<file path="config.mk">
export PLATFORM = sky130hd
export DESIGN_NAME = area_rotate_index
export DESIGN_NICKNAME = d
export VERILOG_FILES = /design/src/design/ari_pkg.sv /design/src/design/area_rotate_index.sv /design/src/design/ari_track.sv /design/src/design/ari_map.sv /design/src/design/ari_reduce.sv
export VERILOG_INCLUDE_DIRS = /design/src /design/src/design
export SDC_FILE = /design/constraint.sdc
export NUM_CORES = 1
export LEC_CHECK = 0
export ABC_AREA = 1
export ABC_CLOCK_PERIOD_IN_PS = 7600
export BUFFER_PORTS_ARGS = -buffer_cell sky130_fd_sc_hd__buf_2
export CAP_MARGIN = 20
export CORE_ASPECT_RATIO = 0.8
export CORE_MARGIN = 2
export CORE_UTILIZATION = 63
export CTS_BUF_LIST = sky130_fd_sc_hd__clkbuf_4
export DETAILED_ROUTE_END_ITERATION = 12
export GPL_ROUTABILITY_DRIVEN = 0
export GPL_TIMING_DRIVEN = 0
export PLACE_DENSITY = 0.84
export SYNTH_ARGS = -nofsm -noshare
export SYNTH_HDL_FRONTEND = slang
export SYNTH_HIERARCHICAL = 1
export SYNTH_SLANG_ARGS = --single-unit
</file>
<file path="constraint.sdc">
create_clock -name i_clk -period 7.6 [get_ports i_clk]
set_input_delay 1.14 -clock i_clk [delete_from_list [all_inputs] [get_ports i_clk]]
set_output_delay 1.14 -clock i_clk [all_outputs]
set_load 0.02 [all_outputs]
</file>
<file path="src/design/assert_macros.svh">
// ----------------------------------------------------------------------------
// Assertion macros
// Concurrent assertion wrappers shared by the area rotate index design.
// ----------------------------------------------------------------------------
`ifndef ASSERT_MACROS_SVH
`define ASSERT_MACROS_SVH

`ifndef SYNTH
// Checked every clock while reset is released.
`define ARI_ASSERT(lbl, clk, rst_n, prop, msg) \
    lbl: assert property (@(posedge clk) disable iff (!rst_n) prop) else $error(msg);
// Checked every clock, reset included.
`define ARI_ASSERT_ALWAYS(lbl, clk, prop, msg) \
    lbl: assert property (@(posedge clk) prop) else $error(msg);
`else
`define ARI_ASSERT(lbl, clk, rst_n, prop, msg)
`define ARI_ASSERT_ALWAYS(lbl, clk, prop, msg)
`endif

`endif

</file>
<file path="src/design/ari_pkg.sv">
// ----------------------------------------------------------------------------
// ari_pkg
// Widths, defaults, rotation codes and stage payload types of the area
// rotate index.
// ----------------------------------------------------------------------------
package ari_pkg;

    localparam int CW     = 10;
    localparam int PIX_W  = 16;
    localparam int OFF_W  = 15;
    localparam int SIZE_W = 11;
    localparam int ROT_W  = 2;
    localparam int IDX_W  = 2 * CW;

    localparam int IN_BITS     = 4 * CW + PIX_W;
    localparam int IN_TDATA_W  = ((IN_BITS + 7) / 8) * 8;
    localparam int OUT_BITS    = PIX_W + OFF_W + 2 * CW + 2 * SIZE_W;
    localparam int OUT_TDATA_W = ((OUT_BITS + 7) / 8) * 8;

    localparam int unsigned PANEL_WIDTH_DEF   = 480;
    localparam int unsigned PANEL_HEIGHT_DEF  = 480;
    localparam int unsigned BUFFER_PIXELS_DEF = 32768;

    typedef enum logic [ROT_W-1:0] {
        ROT_0   = 2'd0,
        ROT_90  = 2'd1,
        ROT_180 = 2'd2,
        ROT_270 = 2'd3
    } t_rot;

    typedef struct packed {
        logic [PIX_W-1:0] pixel;
        logic             first;
        logic [CW-1:0]    y2;
        logic [CW-1:0]    x2;
        logic [CW-1:0]    y1;
        logic [CW-1:0]    x1;
    } t_pix_in;

    typedef struct packed {
        logic [PIX_W-1:0] pixel;
        t_rot             rot;
        logic [CW-1:0]    left;
        logic [CW-1:0]    top;
        logic [CW-1:0]    right;
        logic [CW-1:0]    bottom;
        logic [CW-1:0]    dx;
        logic [CW-1:0]    dy;
        logic [CW-1:0]    col;
        logic [CW-1:0]    row;
        logic             last;
    } t_trk;

    typedef struct packed {
        logic [PIX_W-1:0]  pixel;
        logic [IDX_W-1:0]  off;
        logic [CW-1:0]     nx;
        logic [CW-1:0]     ny;
        logic [SIZE_W-1:0] nw;
        logic [SIZE_W-1:0] nh;
        logic              last;
    } t_map;

    typedef struct packed {
        logic [PIX_W-1:0]  pixel;
        logic [OFF_W-1:0]  dest_offset;
        logic [CW-1:0]     nx;
        logic [CW-1:0]     ny;
        logic [SIZE_W-1:0] nw;
        logic [SIZE_W-1:0] nh;
        logic              last;
    } t_res;

endpackage

</file>
<file path="src/design/area_rotate_index.sv">
// ----------------------------------------------------------------------------
// area_rotate_index
// Pixel stream to rotated buffer index: origin, size and offset per pixel.
// ----------------------------------------------------------------------------
// Takes one pixel beat per clock while the output is not stalled and gives one
// result beat per pixel. The pixel path is a four-register pipeline: position
// tracking, the offset multiply, the reciprocal quotient estimate, and the
// remainder correction into the output register. A beat with tuser set starts a
// new area, latching its corners from tdata. The rotation register is written
// through i_cfg_we and should only change while no pixel is in flight.
`include "assert_macros.svh"

module area_rotate_index #(
    parameter int unsigned PANEL_WIDTH   = ari_pkg::PANEL_WIDTH_DEF,
    parameter int unsigned PANEL_HEIGHT  = ari_pkg::PANEL_HEIGHT_DEF,
    parameter int unsigned BUFFER_PIXELS = ari_pkg::BUFFER_PIXELS_DEF
) (
    input  logic                              i_clk,
    input  logic                              i_rst_n,
    input  logic                              i_cfg_we,
    input  logic [ari_pkg::ROT_W-1:0]         i_cfg_wdata,
    input  logic                              s_axis_tvalid,
    output logic                              s_axis_tready,
    // area_x1, area_y1, area_x2, area_y2, pixel_in
    input  logic [ari_pkg::IN_TDATA_W-1:0]    s_axis_tdata,
    // first_pixel
    input  logic [0:0]                        s_axis_tuser,
    output logic                              m_axis_tvalid,
    input  logic                              m_axis_tready,
    // pixel_out, dest_offset, native_x0, native_y0, native_w, native_h
    output logic [ari_pkg::OUT_TDATA_W-1:0]   m_axis_tdata,
    output logic                              m_axis_tlast
);

    localparam int CW = ari_pkg::CW;

    ari_pkg::t_rot    r_rot;
    ari_pkg::t_pix_in s_item;
    ari_pkg::t_trk    trk_data;
    ari_pkg::t_map    map_data;
    ari_pkg::t_res    res;
    logic             trk_valid, trk_ready, map_valid, map_ready;

    always_ff @(posedge i_clk) begin
        if (!i_rst_n) begin
            r_rot <= ari_pkg::ROT_0;
        end else if (i_cfg_we) begin
            r_rot <= ari_pkg::t_rot'(i_cfg_wdata);
        end
    end

    assign s_item.x1    = s_axis_tdata[CW-1:0];
    assign s_item.y1    = s_axis_tdata[2*CW-1:CW];
    assign s_item.x2    = s_axis_tdata[3*CW-1:2*CW];
    assign s_item.y2    = s_axis_tdata[4*CW-1:3*CW];
    assign s_item.pixel = s_axis_tdata[4*CW+ari_pkg::PIX_W-1:4*CW];
    assign s_item.first = s_axis_tuser[0];

    ari_track u_track (
        .i_clk     (i_clk),
        .i_rst_n   (i_rst_n),
        .i_s_valid (s_axis_tvalid),
        .o_s_ready (s_axis_tready),
        .i_s_data  (s_item),
        .i_rot     (r_rot),
        .o_m_valid (trk_valid),
        .i_m_ready (trk_ready),
        .o_m_data  (trk_data)
    );

    ari_map #(
        .PANEL_WIDTH  (PANEL_WIDTH),
        .PANEL_HEIGHT (PANEL_HEIGHT)
    ) u_map (
        .i_clk     (i_clk),
        .i_rst_n   (i_rst_n),
        .i_s_valid (trk_valid),
        .o_s_ready (trk_ready),
        .i_s_data  (trk_data),
        .o_m_valid (map_valid),
        .i_m_ready (map_ready),
        .o_m_data  (map_data)
    );

    ari_reduce #(
        .BUFFER_PIXELS (BUFFER_PIXELS)
    ) u_reduce (
        .i_clk     (i_clk),
        .i_rst_n   (i_rst_n),
        .i_s_valid (map_valid),
        .o_s_ready (map_ready),
        .i_s_data  (map_data),
        .o_m_valid (m_axis_tvalid),
        .i_m_ready (m_axis_tready),
        .o_m_data  (res)
    );

    assign m_axis_tdata = ari_pkg::OUT_TDATA_W'({res.nh, res.nw, res.ny, res.nx,
                                                 res.dest_offset, res.pixel});
    assign m_axis_tlast = res.last;

endmodule

</file>
<file path="src/design/ari_track.sv">
// ----------------------------------------------------------------------------
// ari_track
// Latches area corners, walks the column and row counters and registers
// each accepted beat with its position in the area.
// ----------------------------------------------------------------------------
`include "assert_macros.svh"

module ari_track (
    input  logic            i_clk,
    input  logic            i_rst_n,
    input  logic            i_s_valid,
    output logic            o_s_ready,
    input  ari_pkg::t_pix_in i_s_data,
    input  ari_pkg::t_rot   i_rot,
    output logic            o_m_valid,
    input  logic            i_m_ready,
    output ari_pkg::t_trk   o_m_data
);

    logic [ari_pkg::CW-1:0] r_left, r_top, r_right, r_bottom, r_col, r_row;
    logic [ari_pkg::CW-1:0] n_col, n_row;
    logic [ari_pkg::CW-1:0] e_left, e_top, e_right, e_bottom, e_col, e_row;
    logic [ari_pkg::CW-1:0] e_dx, e_dy, held_dx, held_dy;
    logic                   e_last;
    logic                   accept;
    logic                   r_v;
    ari_pkg::t_trk          r_data, n_data;

    assign o_s_ready = !r_v || i_m_ready;
    assign accept    = i_s_valid && o_s_ready;

    always_comb begin
        e_left   = i_s_data.first ? i_s_data.x1 : r_left;
        e_top    = i_s_data.first ? i_s_data.y1 : r_top;
        e_right  = i_s_data.first ? i_s_data.x2 : r_right;
        e_bottom = i_s_data.first ? i_s_data.y2 : r_bottom;
        e_col    = i_s_data.first ? '0 : r_col;
        e_row    = i_s_data.first ? '0 : r_row;
        e_dx     = e_right - e_left;
        e_dy     = e_bottom - e_top;
        e_last   = (e_col == e_dx) && (e_row == e_dy);

        // advance column; wrap to next row, then to the area start
        if (e_col >= e_dx) begin
            n_col = '0;
            n_row = (e_row >= e_dy) ? '0 : e_row + ari_pkg::CW'(1);
        end else begin
            n_col = e_col + ari_pkg::CW'(1);
            n_row = e_row;
        end

        n_data.pixel  = i_s_data.pixel;
        n_data.rot    = i_rot;
        n_data.left   = e_left;
        n_data.top    = e_top;
        n_data.right  = e_right;
        n_data.bottom = e_bottom;
        n_data.dx     = e_dx;
        n_data.dy     = e_dy;
        n_data.col    = e_col;
        n_data.row    = e_row;
        n_data.last   = e_last;
    end

    always_ff @(posedge i_clk) begin
        if (!i_rst_n) begin
            r_v      <= 1'b0;
            r_left   <= '0;
            r_top    <= '0;
            r_right  <= '0;
            r_bottom <= '0;
            r_col    <= '0;
            r_row    <= '0;
        end else begin
            if (o_s_ready) begin
                r_v <= i_s_valid;
            end
            if (accept) begin
                r_left   <= e_left;
                r_top    <= e_top;
                r_right  <= e_right;
                r_bottom <= e_bottom;
                r_col    <= n_col;
                r_row    <= n_row;
            end
        end
    end

    always_ff @(posedge i_clk) begin
        if (accept) begin
            r_data <= n_data;
        end
    end

    assign o_m_valid = r_v;
    assign o_m_data  = r_data;

    assign held_dx = r_right - r_left;
    assign held_dy = r_bottom - r_top;

    `ARI_ASSERT(a_pos_in_area, i_clk, i_rst_n, (r_col <= held_dx) && (r_row <= held_dy), "counter outside area")
    `ARI_ASSERT(a_last_wraps, i_clk, i_rst_n, (accept && e_last) |=> (r_col == '0) && (r_row == '0), "no wrap after last beat")

endmodule

</file>
<file path="src/design/ari_map.sv">
// ----------------------------------------------------------------------------
// ari_map
// Maps a positioned beat to the rotated buffer: native origin, native size
// and the unreduced buffer offset.
// ----------------------------------------------------------------------------
module ari_map #(
    parameter int unsigned PANEL_WIDTH  = ari_pkg::PANEL_WIDTH_DEF,
    parameter int unsigned PANEL_HEIGHT = ari_pkg::PANEL_HEIGHT_DEF
) (
    input  logic          i_clk,
    input  logic          i_rst_n,
    input  logic          i_s_valid,
    output logic          o_s_ready,
    input  ari_pkg::t_trk i_s_data,
    output logic          o_m_valid,
    input  logic          i_m_ready,
    output ari_pkg::t_map o_m_data
);

    localparam logic [ari_pkg::CW-1:0] PW_M1 = ari_pkg::CW'(PANEL_WIDTH - 1);
    localparam logic [ari_pkg::CW-1:0] PH_M1 = ari_pkg::CW'(PANEL_HEIGHT - 1);

    logic [ari_pkg::SIZE_W-1:0] w, h, m2;
    logic [ari_pkg::CW-1:0]     m1, add, col_rev, row_rev;
    logic                       r_v;
    ari_pkg::t_map              r_data, n_data;

    assign o_s_ready = !r_v || i_m_ready;

    always_comb begin
        w       = ari_pkg::SIZE_W'(i_s_data.dx) + ari_pkg::SIZE_W'(1);
        h       = ari_pkg::SIZE_W'(i_s_data.dy) + ari_pkg::SIZE_W'(1);
        col_rev = i_s_data.dx - i_s_data.col;
        row_rev = i_s_data.dy - i_s_data.row;

        n_data.pixel = i_s_data.pixel;
        n_data.last  = i_s_data.last;
        n_data.nw    = w;
        n_data.nh    = h;
        n_data.nx    = i_s_data.left;
        n_data.ny    = i_s_data.top;
        m1           = i_s_data.row;
        m2           = w;
        add          = i_s_data.col;

        unique case (i_s_data.rot)
            ari_pkg::ROT_0: begin
                m1  = i_s_data.row;
                m2  = w;
                add = i_s_data.col;
            end
            ari_pkg::ROT_90: begin
                n_data.nw = h;
                n_data.nh = w;
                n_data.nx = PW_M1 - i_s_data.bottom;
                n_data.ny = i_s_data.left;
                m1        = i_s_data.col;
                m2        = h;
                add       = row_rev;
            end
            ari_pkg::ROT_180: begin
                n_data.nx = PW_M1 - i_s_data.right;
                n_data.ny = PH_M1 - i_s_data.bottom;
                m1        = row_rev;
                m2        = w;
                add       = col_rev;
            end
            ari_pkg::ROT_270: begin
                n_data.nw = h;
                n_data.nh = w;
                n_data.nx = i_s_data.top;
                n_data.ny = PH_M1 - i_s_data.right;
                m1        = col_rev;
                m2        = h;
                add       = i_s_data.row;
            end
        endcase

        n_data.off = ari_pkg::IDX_W'(m1) * ari_pkg::IDX_W'(m2) + ari_pkg::IDX_W'(add);
    end

    always_ff @(posedge i_clk) begin
        if (!i_rst_n) begin
            r_v <= 1'b0;
        end else if (o_s_ready) begin
            r_v <= i_s_valid;
        end
    end

    always_ff @(posedge i_clk) begin
        if (i_s_valid && o_s_ready) begin
            r_data <= n_data;
        end
    end

    assign o_m_valid = r_v;
    assign o_m_data  = r_data;

endmodule

</file>
<file path="src/design/ari_reduce.sv">
// ----------------------------------------------------------------------------
// ari_reduce
// Folds the offset into the buffer size with a reciprocal quotient estimate
// and one correction, then holds the result beat.
// ----------------------------------------------------------------------------
`include "assert_macros.svh"

module ari_reduce #(
    parameter int unsigned BUFFER_PIXELS = ari_pkg::BUFFER_PIXELS_DEF
) (
    input  logic          i_clk,
    input  logic          i_rst_n,
    input  logic          i_s_valid,
    output logic          o_s_ready,
    input  ari_pkg::t_map i_s_data,
    output logic          o_m_valid,
    input  logic          i_m_ready,
    output ari_pkg::t_res o_m_data
);

    localparam int unsigned RECIP   = (2 ** ari_pkg::IDX_W) / BUFFER_PIXELS;
    localparam int          RECIP_W = $clog2(RECIP + 1);
    localparam logic [RECIP_W-1:0]       RECIP_K = RECIP_W'(RECIP);
    localparam logic [ari_pkg::IDX_W:0]  BUF_K   = (ari_pkg::IDX_W + 1)'(BUFFER_PIXELS);

    logic [ari_pkg::IDX_W+RECIP_W-1:0] n_prod;
    logic [RECIP_W-1:0]                r_q;
    ari_pkg::t_map                     r_mid;
    logic                              r_v3, r_vo, ready3;
    logic [ari_pkg::IDX_W-1:0]         n_qb, n_rem_raw, n_rem;
    ari_pkg::t_res                     r_out, n_out;

    assign o_s_ready = !r_v3 || ready3;
    assign ready3    = !r_vo || i_m_ready;

    assign n_prod = i_s_data.off * RECIP_K;

    always_comb begin
        n_qb      = ari_pkg::IDX_W'(r_q * BUF_K);
        n_rem_raw = r_mid.off - n_qb;
        n_rem     = ({1'b0, n_rem_raw} >= BUF_K)
                  ? ari_pkg::IDX_W'({1'b0, n_rem_raw} - BUF_K) : n_rem_raw;

        n_out.pixel       = r_mid.pixel;
        n_out.dest_offset = n_rem[ari_pkg::OFF_W-1:0];
        n_out.nx          = r_mid.nx;
        n_out.ny          = r_mid.ny;
        n_out.nw          = r_mid.nw;
        n_out.nh          = r_mid.nh;
        n_out.last        = r_mid.last;
    end

    always_ff @(posedge i_clk) begin
        if (!i_rst_n) begin
            r_v3 <= 1'b0;
            r_vo <= 1'b0;
        end else begin
            if (o_s_ready) begin
                r_v3 <= i_s_valid;
            end
            if (ready3) begin
                r_vo <= r_v3;
            end
        end
    end

    always_ff @(posedge i_clk) begin
        if (i_s_valid && o_s_ready) begin
            r_mid <= i_s_data;
            r_q   <= n_prod[ari_pkg::IDX_W+RECIP_W-1:ari_pkg::IDX_W];
        end
        if (r_v3 && ready3) begin
            r_out <= n_out;
        end
    end

    assign o_m_valid = r_vo;
    assign o_m_data  = r_out;

    `ARI_ASSERT(a_rem_below_buf, i_clk, i_rst_n, r_v3 |-> ({1'b0, n_rem} < BUF_K), "offset not reduced")

endmodule

</file>
==> results.sh <==
export IMPL_dieHeight_um=165.0
export IMPL_cpMostUsedCell="fa_1"
export IMPL_clock_latency_ns=0.78
export IMPL_critPathSlowestCell="fa_1"
export IMPL_portBuffers=138
export IMPL_postCtsHoldBufs=0
export IMPL_cp_slowest_stage_delay_ns=0.55
export IMPL_wirelength_um=48530
export IMPL_cts_buffers_inserted=90
export IMPL_required_ns=8.09
export IMPL_wl_per_cell_um=18.14
export IMPL_cts_resized=0
export IMPL_dp_cells=2511
export IMPL_hpwl_um=36320
export IMPL_finalCritPeriodShare_pct=93.25
export IMPL_clk_path_buf_depth=3
export IMPL_io_pins=147
export IMPL_htree_levels=3
export IMPL_fin_cells=2675
export IMPL_whs_ns=0.4033
export IMPL_period_minus_slack_ns=7.087
export IMPL_worst_pin_slew_ns=0.9002
export IMPL_grt_max_degree=56
export IMPL_r2r_start="u_track/o_m_data[31]"
export IMPL_rsz0062_at_grt="no"
export IMPL_core_mm2=0.03164
export IMPL_slew_viol_final=0
export IMPL_slew_headroom_pct=39.35
export IMPL_vias_per_cell=5.701
export IMPL_cts_tree="built"
export IMPL_vias=15249
export IMPL_tns_ns=0
export IMPL_grt_pass1_wl_um=76190
export IMPL_first_global_vias=14919
export IMPL_max_freq_mhz=141.1
export IMPL_die_x_um=205.3
export IMPL_netlist_area_mm2=0.02042
export IMPL_worstHoldStart="u_reduce/n_out[58]"
export IMPL_die_area_mm2=0.03388
export IMPL_start_util_pct=64.54
export IMPL_finalSetupViolations=0
export IMPL_final_cell_mix="nand2_1 (359), edfxtp_1 (321), inv_1 (317), buf_2 (152), clkbuf_4 (141)"
export IMPL_startpoint="u_track/o_m_data[31]"
export IMPL_reg2reg_setup_slack_ns=0.51
export IMPL_worstRegToRegCells=25
export IMPL_fin_util_pct=72.87
export IMPL_path_delay_family="adder cells"
export IMPL_maxCapViolCount=0
export IMPL_antenna_found_initial=1
export IMPL_post_synth_inst_count=1941
export IMPL_hold_path_depth=0
export IMPL_clock_skew_ns=0.05934
export IMPL_row_count=58
export IMPL_grt_overflow_total=0
export IMPL_area_growth_pct=12.90
export IMPL_status="complete, no violations"
export IMPL_cp_max_fo=9
export IMPL_yosysWarnings=6
export IMPL_cts_sinks=387
export IMPL_grt_util_all_layers_pct=29.65
export IMPL_dr_first_iter_drc_count=1837
export IMPL_worstHoldPathType="flop to flop"
export IMPL_clkTransAtPathRegs_ns=0.07
export IMPL_cts_setup_buffers=0
export IMPL_cp_arrival_ns=7.58
export IMPL_drtPass1Iterations=8
export IMPL_p_per_area_mw_per_mm2=345.3
export IMPL_critPathCaptureType="flop"
export IMPL_critPathBufInv=5
export IMPL_p_leak_nw=9.958
export IMPL_syn_avg_cell_area_um2=10.52
export IMPL_max_vdd_ir_drop_v=0.0006476
export IMPL_final_hold_viol_count=0
export IMPL_drive_gt1_share_pct=18.50
export IMPL_final_common_cell="nand2_1"
export IMPL_path_depth=25
export IMPL_drc_errors=0
export IMPL_antenna_left=0
export IMPL_nets=2424
export IMPL_worst_setup_path_type="flop to flop"
export IMPL_start_kind="flop"
export IMPL_cts_root_buf="clkbuf_4"
## state kept, by name (all words and copies together) (netlist names), 2 cells and up
signal / cells
u_reduce/r_mid: 15
u_reduce/n_out: 59
u_track/r_right: 10
u_track/r_top: 10
u_map/o_m_data: 74
u_track/r_col: 10
u_track/o_m_data: 99
u_track/r_left: 10
u_track/r_bottom: 10
r_rot: 2
u_track/r_row: 10
u_reduce/o_m_data: 74
## per-layer routing
metal	global-route usage (%)	up-vias	share of wire [%]	wire length [µm]
li1	-	7006	-	-
met1	40.28	7110	39	19060
met2	45.04	973	44	21570
met3	8.721	160	13	6230
met4	12.33	0	3.5	1677
met5	0	-	0	0
## power breakdown
part	internal [W]	switching (W)	total, W
logic	0.00133	0.00217	0.00350
clock network	0.000941	0.000791	0.00173
registers	0.00265	0.0000833	0.00273
total	0.00492	0.00304	0.00796
## final cells by class
type | count | area, µm²
antenna | 1 | 2.502
buffer | 57 | 314.1
clock buffer | 140 | 1051
clock inverter | 23 | 178.9
fill | 2202 | 8584
inverter | 335 | 1267
multi-input combinational | 1168 | 7930
sequential | 387 | 10960
tap | 420 | 525.5
timing repair buffer | 144 | 825.8
## metrics by stage
step | power, W | worst slack [ns] | instance area, µm²
detailed placement | 0.006168 | 0.6611 | 21820
finish | 0.007962 | 0.5132 | 23060
global placement | 0.006022 | 0.1462 | 21660
global route | 0.008620 | 0.06164 | 23060
floorplan | 0.005404 | 1.464 | 20440
CTS | 0.007957 | 0.6271 | 23050
## worst paths after layout
kind / end
setup / recovery: u_map/o_m_data[57]
hold / removal: u_reduce/o_m_data[58]
setup reg to reg: u_map/o_m_data[57]
hold reg to reg: u_reduce/o_m_data[58]
No activity file was read; power rests on OpenSTA's default activity.
